$ cat src/rtl/rrc_pkg.sv
// Shared types and constants for the road roughness classifier.
package rrc_pkg;

  localparam int CFG_W     = 16;
  localparam int REG_IDX_W = 2;

  // register indexes
  localparam logic [REG_IDX_W-1:0] REG_BASELINE = 2'd0;
  localparam logic [REG_IDX_W-1:0] REG_POTHOLE  = 2'd1;
  localparam logic [REG_IDX_W-1:0] REG_ROUGH    = 2'd2;
  localparam logic [REG_IDX_W-1:0] REG_HOLD     = 2'd3;

  localparam logic [CFG_W-1:0] BASELINE_RST = 16'd8192;
  localparam logic [CFG_W-1:0] POTHOLE_RST  = 16'd4915;
  localparam logic [CFG_W-1:0] ROUGH_RST    = 16'd1229;
  localparam logic [CFG_W-1:0] HOLD_RST     = 16'd1000;

  // item kinds
  localparam logic [1:0] KIND_TICK   = 2'd0;
  localparam logic [1:0] KIND_SAMPLE = 2'd1;
  localparam logic [1:0] KIND_EVAL   = 2'd2;

  // road status codes
  localparam logic [1:0] STATUS_NORMAL  = 2'd0;
  localparam logic [1:0] STATUS_ROUGH   = 2'd1;
  localparam logic [1:0] STATUS_POTHOLE = 2'd2;

  // last step of the fixed-length phases
  localparam int SQ_LAST   = 3;
  localparam int ROOT_LAST = 15;
  localparam logic [31:0] ROOT_BIT0 = 32'h4000_0000;

  typedef enum logic [3:0] {
    ST_IDLE,
    ST_TICK,
    ST_SQUARE,
    ST_ROOT,
    ST_DEV,
    ST_APPLY,
    ST_WALK,
    ST_DIV,
    ST_JUDGE,
    ST_FINISH
  } rrc_state_t;

  typedef struct packed {
    logic load;
    logic tick;
    logic sq;
    logic root;
    logic dev;
    logic apply;
    logic walk;
    logic div;
    logic judge;
    logic publish;
  } rrc_cmd_t;

  typedef struct packed {
    logic sq_last;
    logic root_last;
    logic walk_last;
    logic div_last;
  } rrc_stat_t;

endpackage

$ cat src/rtl/rrc_ram.sv
// Generic single-write, single-read RAM with registered read data.
module rrc_ram #(
  parameter int WIDTH = 16,
  parameter int DEPTH = 16
) (
  input  logic                     clk,
  input  logic                     we,
  input  logic [$clog2(DEPTH)-1:0] waddr,
  input  logic [WIDTH-1:0]         wdata,
  input  logic [$clog2(DEPTH)-1:0] raddr,
  output logic [WIDTH-1:0]         rdata
);

  logic [WIDTH-1:0] mem [DEPTH];

  always_ff @(posedge clk) begin
    if (we) begin
      mem[waddr] <= wdata;
    end
    rdata <= mem[raddr];
  end

endmodule

$ cat src/rtl/rrc_datapath.sv
// Datapath: config registers, magnitude, deviation ring, window statistics, result register.
module rrc_datapath #(
  parameter int WINDOW = 10
) (
  input  logic                          clk,
  input  logic                          rst,
  input  rrc_pkg::rrc_cmd_t             cmd,
  output rrc_pkg::rrc_stat_t            stat,
  input  logic                          cfg_write,
  input  logic [rrc_pkg::REG_IDX_W-1:0] cfg_index,
  input  logic [rrc_pkg::CFG_W-1:0]     cfg_data,
  input  logic signed [15:0]            accel_x,
  input  logic signed [15:0]            accel_y,
  input  logic signed [15:0]            accel_z,
  output logic [1:0]                    road_status,
  output logic [15:0]                   pothole_total,
  output logic [15:0]                   window_peak,
  output logic [15:0]                   window_mean
);
  import rrc_pkg::*;

  localparam int AW        = $clog2(WINDOW);
  localparam int SUM_W     = 16 + $clog2(WINDOW);
  localparam int STEP_MAX  = (WINDOW + 1 > SUM_W) ? WINDOW + 1 : SUM_W;
  localparam int STEP_W    = $clog2(STEP_MAX + 1);
  // floor(sum / WINDOW) as (sum * RECIP) >> DIV_SHIFT, exact for any SUM_W-bit sum
  localparam int DIV_SHIFT = SUM_W + $clog2(WINDOW);
  localparam int RECIP_W   = SUM_W + 1;
  localparam int PROD_W    = SUM_W + RECIP_W;

  localparam logic [SUM_W-1:0]   WIN_SUM  = SUM_W'(WINDOW);
  localparam logic [RECIP_W-1:0] RECIP    = RECIP_W'(((1 << DIV_SHIFT) + WINDOW - 1) / WINDOW);
  localparam logic [AW-1:0]      LAST_POS = AW'(WINDOW - 1);
  localparam logic [STEP_W-1:0]  WALK_END = STEP_W'(WINDOW);
  localparam logic [STEP_W-1:0]  DIV_END  = STEP_W'(0);
  localparam logic [STEP_W-1:0]  SQ_END   = STEP_W'(SQ_LAST);
  localparam logic [STEP_W-1:0]  ROOT_END = STEP_W'(ROOT_LAST);

  // configuration
  logic [15:0] baseline_level, pothole_level, rough_level, hold_time;

  // captured sample and magnitude pipeline
  logic signed [15:0] ax, ay, az;
  logic [STEP_W-1:0]  step;
  logic [31:0]        prod, acc, rem_v, root, bitv;
  logic [15:0]        mag, dev;

  // ring and window statistics
  logic [AW-1:0]      pos;
  logic [WINDOW-1:0]  ring_valid;
  logic               rd_valid;
  logic [15:0]        rd_data;
  logic [AW-1:0]      raddr;
  logic [SUM_W-1:0]   sum, sum_next, rough_sum;
  logic [PROD_W-1:0]  mean_prod;
  logic [15:0]        mean_q;
  logic [15:0]        peak, entry;

  // classifier state
  logic [1:0]  status_reg;
  logic [15:0] hold_remaining, pothole_counter, peak_latch, mean_latch;

  logic signed [15:0] sel;
  logic signed [31:0] sq_full;
  logic [31:0]        root_try, root_next;
  logic               root_ge, phase_end;

  assign stat.sq_last   = (step == SQ_END);
  assign stat.root_last = (step == ROOT_END);
  assign stat.walk_last = (step == WALK_END);
  assign stat.div_last  = (step == DIV_END);

  assign phase_end = (cmd.sq && stat.sq_last) || (cmd.root && stat.root_last) ||
                     (cmd.walk && stat.walk_last) || (cmd.div && stat.div_last);

  always_ff @(posedge clk) begin
    if (rst) begin
      baseline_level <= BASELINE_RST;
      pothole_level  <= POTHOLE_RST;
      rough_level    <= ROUGH_RST;
      hold_time      <= HOLD_RST;
    end else if (cfg_write) begin
      unique case (cfg_index)
        REG_BASELINE: baseline_level <= cfg_data;
        REG_POTHOLE:  pothole_level  <= cfg_data;
        REG_ROUGH:    rough_level    <= cfg_data;
        REG_HOLD:     hold_time      <= cfg_data;
        default:      ;
      endcase
    end
  end

  always_ff @(posedge clk) begin
    if (rst) begin
      step <= '0;
    end else if (cmd.load || phase_end) begin
      step <= '0;
    end else if (cmd.sq || cmd.root || cmd.walk || cmd.div) begin
      step <= step + 1'b1;
    end
  end

  // sum of squares, one axis per step through a single multiplier
  always_comb begin
    case (step[1:0])
      2'd0:    sel = ax;
      2'd1:    sel = ay;
      default: sel = az;
    endcase
  end
  assign sq_full = sel * sel;

  // one result bit per step of the square root
  assign root_try  = root + bitv;
  assign root_ge   = (rem_v >= root_try);
  assign root_next = root_ge ? ((root >> 1) + bitv) : (root >> 1);

  always_ff @(posedge clk) begin
    if (cmd.load) begin
      ax  <= accel_x;
      ay  <= accel_y;
      az  <= accel_z;
      acc <= '0;
    end
    if (cmd.sq) begin
      prod <= unsigned'(sq_full);
      if (step != '0) begin
        acc <= acc + prod;
      end
      if (stat.sq_last) begin
        rem_v <= acc + prod;
        root  <= '0;
        bitv  <= ROOT_BIT0;
      end
    end
    if (cmd.root) begin
      if (root_ge) begin
        rem_v <= rem_v - root_try;
      end
      root <= root_next;
      bitv <= bitv >> 2;
      if (stat.root_last) begin
        mag <= root_next[15:0];
      end
    end
    if (cmd.dev) begin
      dev <= (mag >= baseline_level) ? (mag - baseline_level) : (baseline_level - mag);
    end
  end

  // ring; never-written slots read as zero through their valid bit
  assign raddr = (step < WALK_END) ? step[AW-1:0] : '0;

  rrc_ram #(
    .WIDTH(16),
    .DEPTH(WINDOW)
  ) u_ring (
    .clk  (clk),
    .we   (cmd.apply),
    .waddr(pos),
    .wdata(dev),
    .raddr(raddr),
    .rdata(rd_data)
  );

  assign entry     = rd_valid ? rd_data : '0;
  assign sum_next  = sum + SUM_W'(entry);
  assign mean_prod = PROD_W'(sum) * PROD_W'(RECIP);
  assign rough_sum = SUM_W'(rough_level) * WIN_SUM;

  always_ff @(posedge clk) begin
    rd_valid <= ring_valid[raddr];
    if (cmd.walk) begin
      if (step == '0) begin
        sum  <= '0;
        peak <= '0;
      end else begin
        sum <= sum_next;
        if (entry > peak) begin
          peak <= entry;
        end
      end
    end
    if (cmd.div) begin
      mean_q <= mean_prod[DIV_SHIFT +: 16];
    end
  end

  always_ff @(posedge clk) begin
    if (rst) begin
      pos             <= '0;
      ring_valid      <= '0;
      status_reg      <= STATUS_NORMAL;
      hold_remaining  <= '0;
      pothole_counter <= '0;
      peak_latch      <= '0;
      mean_latch      <= '0;
    end else begin
      if (cmd.tick && hold_remaining != '0) begin
        hold_remaining <= hold_remaining - 1'b1;
      end
      if (cmd.apply) begin
        ring_valid[pos] <= 1'b1;
        pos <= (pos == LAST_POS) ? '0 : pos + 1'b1;
        if (dev >= pothole_level) begin
          // count on entry only, saturate at full scale
          if (status_reg != STATUS_POTHOLE && pothole_counter != 16'hFFFF) begin
            pothole_counter <= pothole_counter + 1'b1;
          end
          status_reg     <= STATUS_POTHOLE;
          hold_remaining <= hold_time;
        end
      end
      if (cmd.judge) begin
        peak_latch <= peak;
        mean_latch <= mean_q;
        if (hold_remaining != '0) begin
          status_reg <= STATUS_POTHOLE;
        end else if (sum >= rough_sum) begin
          status_reg <= STATUS_ROUGH;
        end else begin
          status_reg <= STATUS_NORMAL;
        end
      end
    end
  end

  always_ff @(posedge clk) begin
    if (cmd.publish) begin
      road_status   <= status_reg;
      pothole_total <= pothole_counter;
      window_peak   <= peak_latch;
      window_mean   <= mean_latch;
    end
  end

`ifndef SYNTHESIS
  a_pos_range: assert property (@(posedge clk) disable iff (rst)
    pos <= LAST_POS)
    else $error("ring position past window");

  a_hold_pothole: assert property (@(posedge clk) disable iff (rst)
    hold_remaining != '0 |-> status_reg == STATUS_POTHOLE)
    else $error("hold running without pothole status");

  a_count_sat: assert property (@(posedge clk) disable iff (rst)
    pothole_counter == 16'hFFFF |=> pothole_counter == 16'hFFFF)
    else $error("pothole counter wrapped");
`endif

endmodule

$ cat src/rtl/rrc_ctrl.sv
// Controller: sequences each transaction through the datapath phases.
module rrc_ctrl (
  input  logic               clk,
  input  logic               rst,
  input  logic               in_valid,
  output logic               in_ready,
  input  logic [1:0]         kind,
  output logic               out_valid,
  input  logic               out_ready,
  output rrc_pkg::rrc_cmd_t  cmd,
  input  rrc_pkg::rrc_stat_t stat
);
  import rrc_pkg::*;

  rrc_state_t state, state_next;
  logic       slot_free;

  assign slot_free = !out_valid || out_ready;

  always_ff @(posedge clk) begin
    if (rst) begin
      state <= ST_IDLE;
    end else begin
      state <= state_next;
    end
  end

  always_comb begin
    state_next = state;
    unique case (state)
      ST_IDLE: begin
        if (in_valid) begin
          case (kind)
            KIND_TICK:   state_next = ST_TICK;
            KIND_SAMPLE: state_next = ST_SQUARE;
            KIND_EVAL:   state_next = ST_WALK;
            default:     state_next = ST_FINISH;
          endcase
        end
      end
      ST_TICK:   state_next = ST_FINISH;
      ST_SQUARE: if (stat.sq_last) state_next = ST_ROOT;
      ST_ROOT:   if (stat.root_last) state_next = ST_DEV;
      ST_DEV:    state_next = ST_APPLY;
      ST_APPLY:  state_next = ST_FINISH;
      ST_WALK:   if (stat.walk_last) state_next = ST_DIV;
      ST_DIV:    if (stat.div_last) state_next = ST_JUDGE;
      ST_JUDGE:  state_next = ST_FINISH;
      ST_FINISH: if (slot_free) state_next = ST_IDLE;
      default:   state_next = ST_IDLE;
    endcase
  end

  always_comb begin
    cmd      = '0;
    in_ready = (state == ST_IDLE);
    cmd.load = (state == ST_IDLE) && in_valid;
    unique case (state)
      ST_TICK:   cmd.tick    = 1'b1;
      ST_SQUARE: cmd.sq      = 1'b1;
      ST_ROOT:   cmd.root    = 1'b1;
      ST_DEV:    cmd.dev     = 1'b1;
      ST_APPLY:  cmd.apply   = 1'b1;
      ST_WALK:   cmd.walk    = 1'b1;
      ST_DIV:    cmd.div     = 1'b1;
      ST_JUDGE:  cmd.judge   = 1'b1;
      ST_FINISH: cmd.publish = slot_free;
      default:   ;
    endcase
  end

  always_ff @(posedge clk) begin
    if (rst) begin
      out_valid <= 1'b0;
    end else if (cmd.publish) begin
      out_valid <= 1'b1;
    end else if (out_ready) begin
      out_valid <= 1'b0;
    end
  end

`ifndef SYNTHESIS
  a_sample_root: assert property (@(posedge clk) disable iff (rst)
    in_valid && in_ready && kind == KIND_SAMPLE |-> ##5 state == ST_ROOT)
    else $error("sample did not reach square root after four squaring steps");

  a_tick_finish: assert property (@(posedge clk) disable iff (rst)
    in_valid && in_ready && kind == KIND_TICK |-> ##2 state == ST_FINISH)
    else $error("tick did not finish in two cycles");

  a_hold_result: assert property (@(posedge clk) disable iff (rst)
    state == ST_FINISH && out_valid && !out_ready |=> state == ST_FINISH)
    else $error("new result published over a waiting one");
`endif

endmodule

$ cat src/rtl/road_roughness_classifier.sv
// Top level of the road roughness classifier: controller plus datapath.
//
// Input channel (in_valid/in_ready) carries one item: kind selects a 1 ms
// tick, an accelerometer sample (accel_x/y/z) or a window evaluation.
// Every item yields exactly one transaction on the output channel
// (out_valid/out_ready): road status, pothole count, window peak and mean.
// Items are processed one at a time; in_ready is high only when idle.
// From accept to result valid, a sample passes through 4 squaring steps on one
// 16x16 multiplier, 16 square-root steps, deviation, ring write and publish;
// an evaluation through a ring walk over the RAM read port, one reciprocal
// multiply for the mean, classification and publish. in_ready rises in the
// same cycle as out_valid.
// A finished result sits in the output register; the block takes the next
// item while it waits, and holds the following result until out_ready.
// Synchronous reset restores the configuration defaults, clears the ring
// (per-slot valid bits, no sweep), counters and status, and drops out_valid.
// Configuration writes (cfg_write, cfg_index, cfg_data) take effect at once; the
// user must only make them while the block is idle, as the block does not check.
module road_roughness_classifier #(
  parameter int WINDOW = 10
) (
  input  logic                          clk,
  input  logic                          rst,
  input  logic                          cfg_write,
  input  logic [rrc_pkg::REG_IDX_W-1:0] cfg_index,
  input  logic [rrc_pkg::CFG_W-1:0]     cfg_data,
  input  logic                          in_valid,
  output logic                          in_ready,
  input  logic [1:0]                    kind,
  input  logic signed [15:0]            accel_x,
  input  logic signed [15:0]            accel_y,
  input  logic signed [15:0]            accel_z,
  output logic                          out_valid,
  input  logic                          out_ready,
  output logic [1:0]                    road_status,
  output logic [15:0]                   pothole_total,
  output logic [15:0]                   window_peak,
  output logic [15:0]                   window_mean
);
  import rrc_pkg::*;

  rrc_cmd_t  cmd;
  rrc_stat_t stat;

  rrc_ctrl u_ctrl (
    .clk      (clk),
    .rst      (rst),
    .in_valid (in_valid),
    .in_ready (in_ready),
    .kind     (kind),
    .out_valid(out_valid),
    .out_ready(out_ready),
    .cmd      (cmd),
    .stat     (stat)
  );

  rrc_datapath #(
    .WINDOW(WINDOW)
  ) u_datapath (
    .clk          (clk),
    .rst          (rst),
    .cmd          (cmd),
    .stat         (stat),
    .cfg_write    (cfg_write),
    .cfg_index    (cfg_index),
    .cfg_data     (cfg_data),
    .accel_x      (accel_x),
    .accel_y      (accel_y),
    .accel_z      (accel_z),
    .road_status  (road_status),
    .pothole_total(pothole_total),
    .window_peak  (window_peak),
    .window_mean  (window_mean)
  );

endmodule

$ cat config.mk
export PLATFORM = sky130hd
export DESIGN_NAME = road_roughness_classifier
export DESIGN_NICKNAME = d
export VERILOG_FILES = /design/src/rtl/rrc_pkg.sv /design/src/rtl/rrc_ram.sv /design/src/rtl/rrc_datapath.sv /design/src/rtl/rrc_ctrl.sv /design/src/rtl/road_roughness_classifier.sv
export SDC_FILE = /design/constraint.sdc
export NUM_CORES = 2
export LEC_CHECK = 0
export ABC_CLOCK_PERIOD_IN_PS = 21600
export BUFFER_PORTS_ARGS = -buffer_cell sky130_fd_sc_hd__buf_2
export CORE_UTILIZATION = 40
export CTS_BUF_LIST = sky130_fd_sc_hd__clkbuf_16
export CTS_CLUSTER_SIZE = 25
export DETAILED_ROUTE_END_ITERATION = 12
export SLEW_MARGIN = 20
export SYNTH_ARGS = -nofsm -noshare
export SYNTH_HDL_FRONTEND = slang
export SYNTH_SLANG_ARGS = --single-unit
$ cat constraint.sdc
create_clock -name clk -period 21.6 [get_ports clk]
set_input_delay 3.24 -clock clk [delete_from_list [all_inputs] [get_ports clk]]
set_output_delay 3.24 -clock clk [all_outputs]
set_load 0.005 [all_outputs]
==> impl_metrics.csv <==
group,metric,value,unit
clock_network,clockRootBuffer,"clkbuf_16",
yosys,async_flop_share,0,
worst_setup_path,required,22100,ps
finish,multi_input_area,28300,um2
die,die_h,351,um
die,start_util,0.405,
yosys,postSynthAreaPerCell,10.3,um2
placement,portBuffers,124,
worst_setup_path,worstReg2RegStart,"u_datapath.step[0]",
sta,rsz0062_at_grt,"no",
routing,viasPerCell,5.19,
run,drv_cap,0,
global_routing,track_usage,0.190,
worst_setup_path,cp_max_fo,18,
sta,finalHoldViolCount,0,
worst_setup_path,cp-startpoint,"u_datapath.step[0]",
clock_network,cts.sinks,656,
clock_network,cts_buffers,74,
yosys,ys_seq_elements,656,
die,die_x,351,um
clock_network,cts_resized,0,
finish,layout_commonest_cell,"inv_1",
sta,max_freq,111,MHz
finish,seqCellArea,17300,um2
yosys,yosysWarnings,0,
placement,place.gp.congestion,0.890,
finish,final_cell_mix,"inv_1 (681), ha_1 (517), nand2_1 (470), edfxtp_1 (420), fa_1 (376)",
yosys,yosys-top-cells-area,"edfxtp_1 (26%), fa_1 (15%), ha_1 (13%)",
finish,nets,5782,
routing,dr.pass1.iters,5,
yosys,synth_mux_area_frac,0.0222,
yosys,synthCells,4720,
yosys,yosysTopAreaCell,"edfxtp_1",
routing,antenna_left,0,
global_routing,grt_pass1_vias,33800,
yosys,syn_area,48700,um2
worst_setup_path,slowest_delay,750,ps
yosys,synth_edf_count,420,
yosys,syn-num-nets,5686,
clock_network,path_clk_slew,60,ps
clock_network,cts_max_level,3,
yosys,ys.flop_type,"edfxtp_1",
worst_hold_path,min_from,"u_datapath.peak_latch[1]",
worst_hold_path,hold_class,"reg2reg",
routing,wl,116,mm
worst_setup_path,startpoint_type,"flop",
routing,drc_errors,0,
sta,tightest_slew,1120,ps
yosys,synth_top_family_by_area,"adder cells",
worst_setup_path,end_kind,"flop",
yosys,synth.top_cell.area_share,0.259,
worst_setup_path,path_class,"reg2reg",
clock_network,postCtsSetupBuffers,0,
worst_setup_path,ff2ff_setup_slack,12580,ps
finish,num_antenna_cells,0,
finish,fillers,11300,
sta,maxSlewViolCount,0,
clock_network,clockBufferDepth,3,
worst_setup_path,cp_slowest_cell,"ha_1",
die,core,120000,um2
placement,dp_hpwl,88.1,mm
sta,fin_crit,9020,ps
yosys,synthAdderAreaFrac,0.288,
clock_network,cts_tree,"yes",
yosys,yosysSeqAreaShare,0.356,
yosys,yosys.area_share.simple,0.115,
finish,regMostFlops,"u_datapath.u_ring.mem",
routing,drt_iter0_drc,2147,
die,rows,127,
global_routing,grt_pass1_wl,184,mm
routing,wl_per_cell,17.9,um
sta,finalSetupViolCount,0,
global_routing,antenna_found_initial,4,
sta,fin_crit_sh,0.417,
clock_network,postCtsHoldBufs,0,
routing,via_count,33700,
die,fp.dieArea,123000,um2
finish,largest_register_ffs,160,
global_routing,grt_max_degree,80,
finish,layout-drive-gt1-share,0.0808,
yosys,synth_xor_area_frac,0.0444,
worst_setup_path,crit_path_frequent_cell,"fa_1",
sta,timing.setup.tns,0,ps
run_status,status,"finished, final reports clean",
finish,areaGrowthSynthToFinish,10.5,%
global_routing,grt-ovfl-total,0,
sta,worst_clock_skew,40.9,ps
sta,relSlewSlack,0.256,
yosys,synth_cell_type_count,88,
yosys,synth_compound_gate_area_share,0.110,
die,ios,125,
clock_network,clk_latency,670,ps
worst_setup_path,arrival,9520,ps
==> layout make-up <==
type | count | share of cell area
Clock buffer | 78 | 0.0363
Clock inverter | 60 | 0.0120
Inverter | 679 | 0.0474
Multi-Input combinational cell | 3239 | 0.527
Sequential cell | 656 | 0.322
Tap cell | 1612 | 0.0375
Timing Repair Buffer | 166 | 0.0174
==> path summary, 6_finish.rpt <==
check                                            endpoint  cells past startpoint
worst max-delay path                  u_datapath.prod[30]                     25
worst min-delay path            u_datapath.window_peak[1]                      0
worst max register to register        u_datapath.prod[30]                     25
worst min register to register  u_datapath.window_peak[1]                      0
==> stage by stage <==
step / setup slack (ps) / utilization / hold slack (ps) / instance area [um2] / std cells
4_1_cts: 12480 / 0.447 / 428 / 53800 / 6490
6_report: 12580 / 0.447 / 427 / 53800 / 6490
5_1_grt: 12080 / 0.447 / 435 / 53800 / 6490
3_5_place_dp: 12560 / 0.425 / 417 / 51200 / 6352
3_3_place_gp: 12650 / 0.425 / 415 / 51200 / 6352
2_1_floorplan: 14030 / - / 408 / 48700 / 4720
==> synth_stat cells, types with 34 or more instances <==
| library cell | number |
|---|---|
| inv_1 | 673 |
| ha_1 | 517 |
| nand2_1 | 471 |
| edfxtp_1 | 420 |
| fa_1 | 376 |
| nor2_1 | 310 |
| a21oi_1 | 253 |
| dfxtp_1 | 236 |
| xnor2_1 | 152 |
| o21ai_0 | 121 |
| clkbuf_1 | 119 |
| xor2_1 | 95 |
| a21o_1 | 93 |
| nand3_1 | 72 |
| and2_1 | 70 |
| a211oi_1 | 61 |
| nor3_1 | 59 |
| a31oi_1 | 57 |
| nor2b_1 | 53 |
| o21a_1 | 36 |
| mux4_2 | 34 |
==> cell families (layout without fill, tap and decap cells) <==
logic type      Yosys count  count (layout)
flops                   656             656
fa+ha+maj               893             893
mux                      63              63
compound gates          819             819
buf+inv                 825             983
xor+xnor                247             247
simple gates           1217            1217
==> worst max-delay path, delay by kind of cell, from the launching register on <==
kind                       cells  cell delay [ps]
AOI/OAI and AO/OA              9             2460
adders and majority gates      8             4090
buffers and inverters          4              670
DFF                            1              510
and+or+nand+nor                4             1140
==> layer usage <==
layer  global-route usage  up-vias  wire length, um
met3               0.0245      163             5620
met2                0.316      755            55300
met5                    0        -                9
met4               0.0609        2             3230
li1                     -    16200                -
met1                0.257    16500            51800
Power is not shown: default switching activity piles up to over one toggle a cycle in this logic, so the estimate is an artifact.
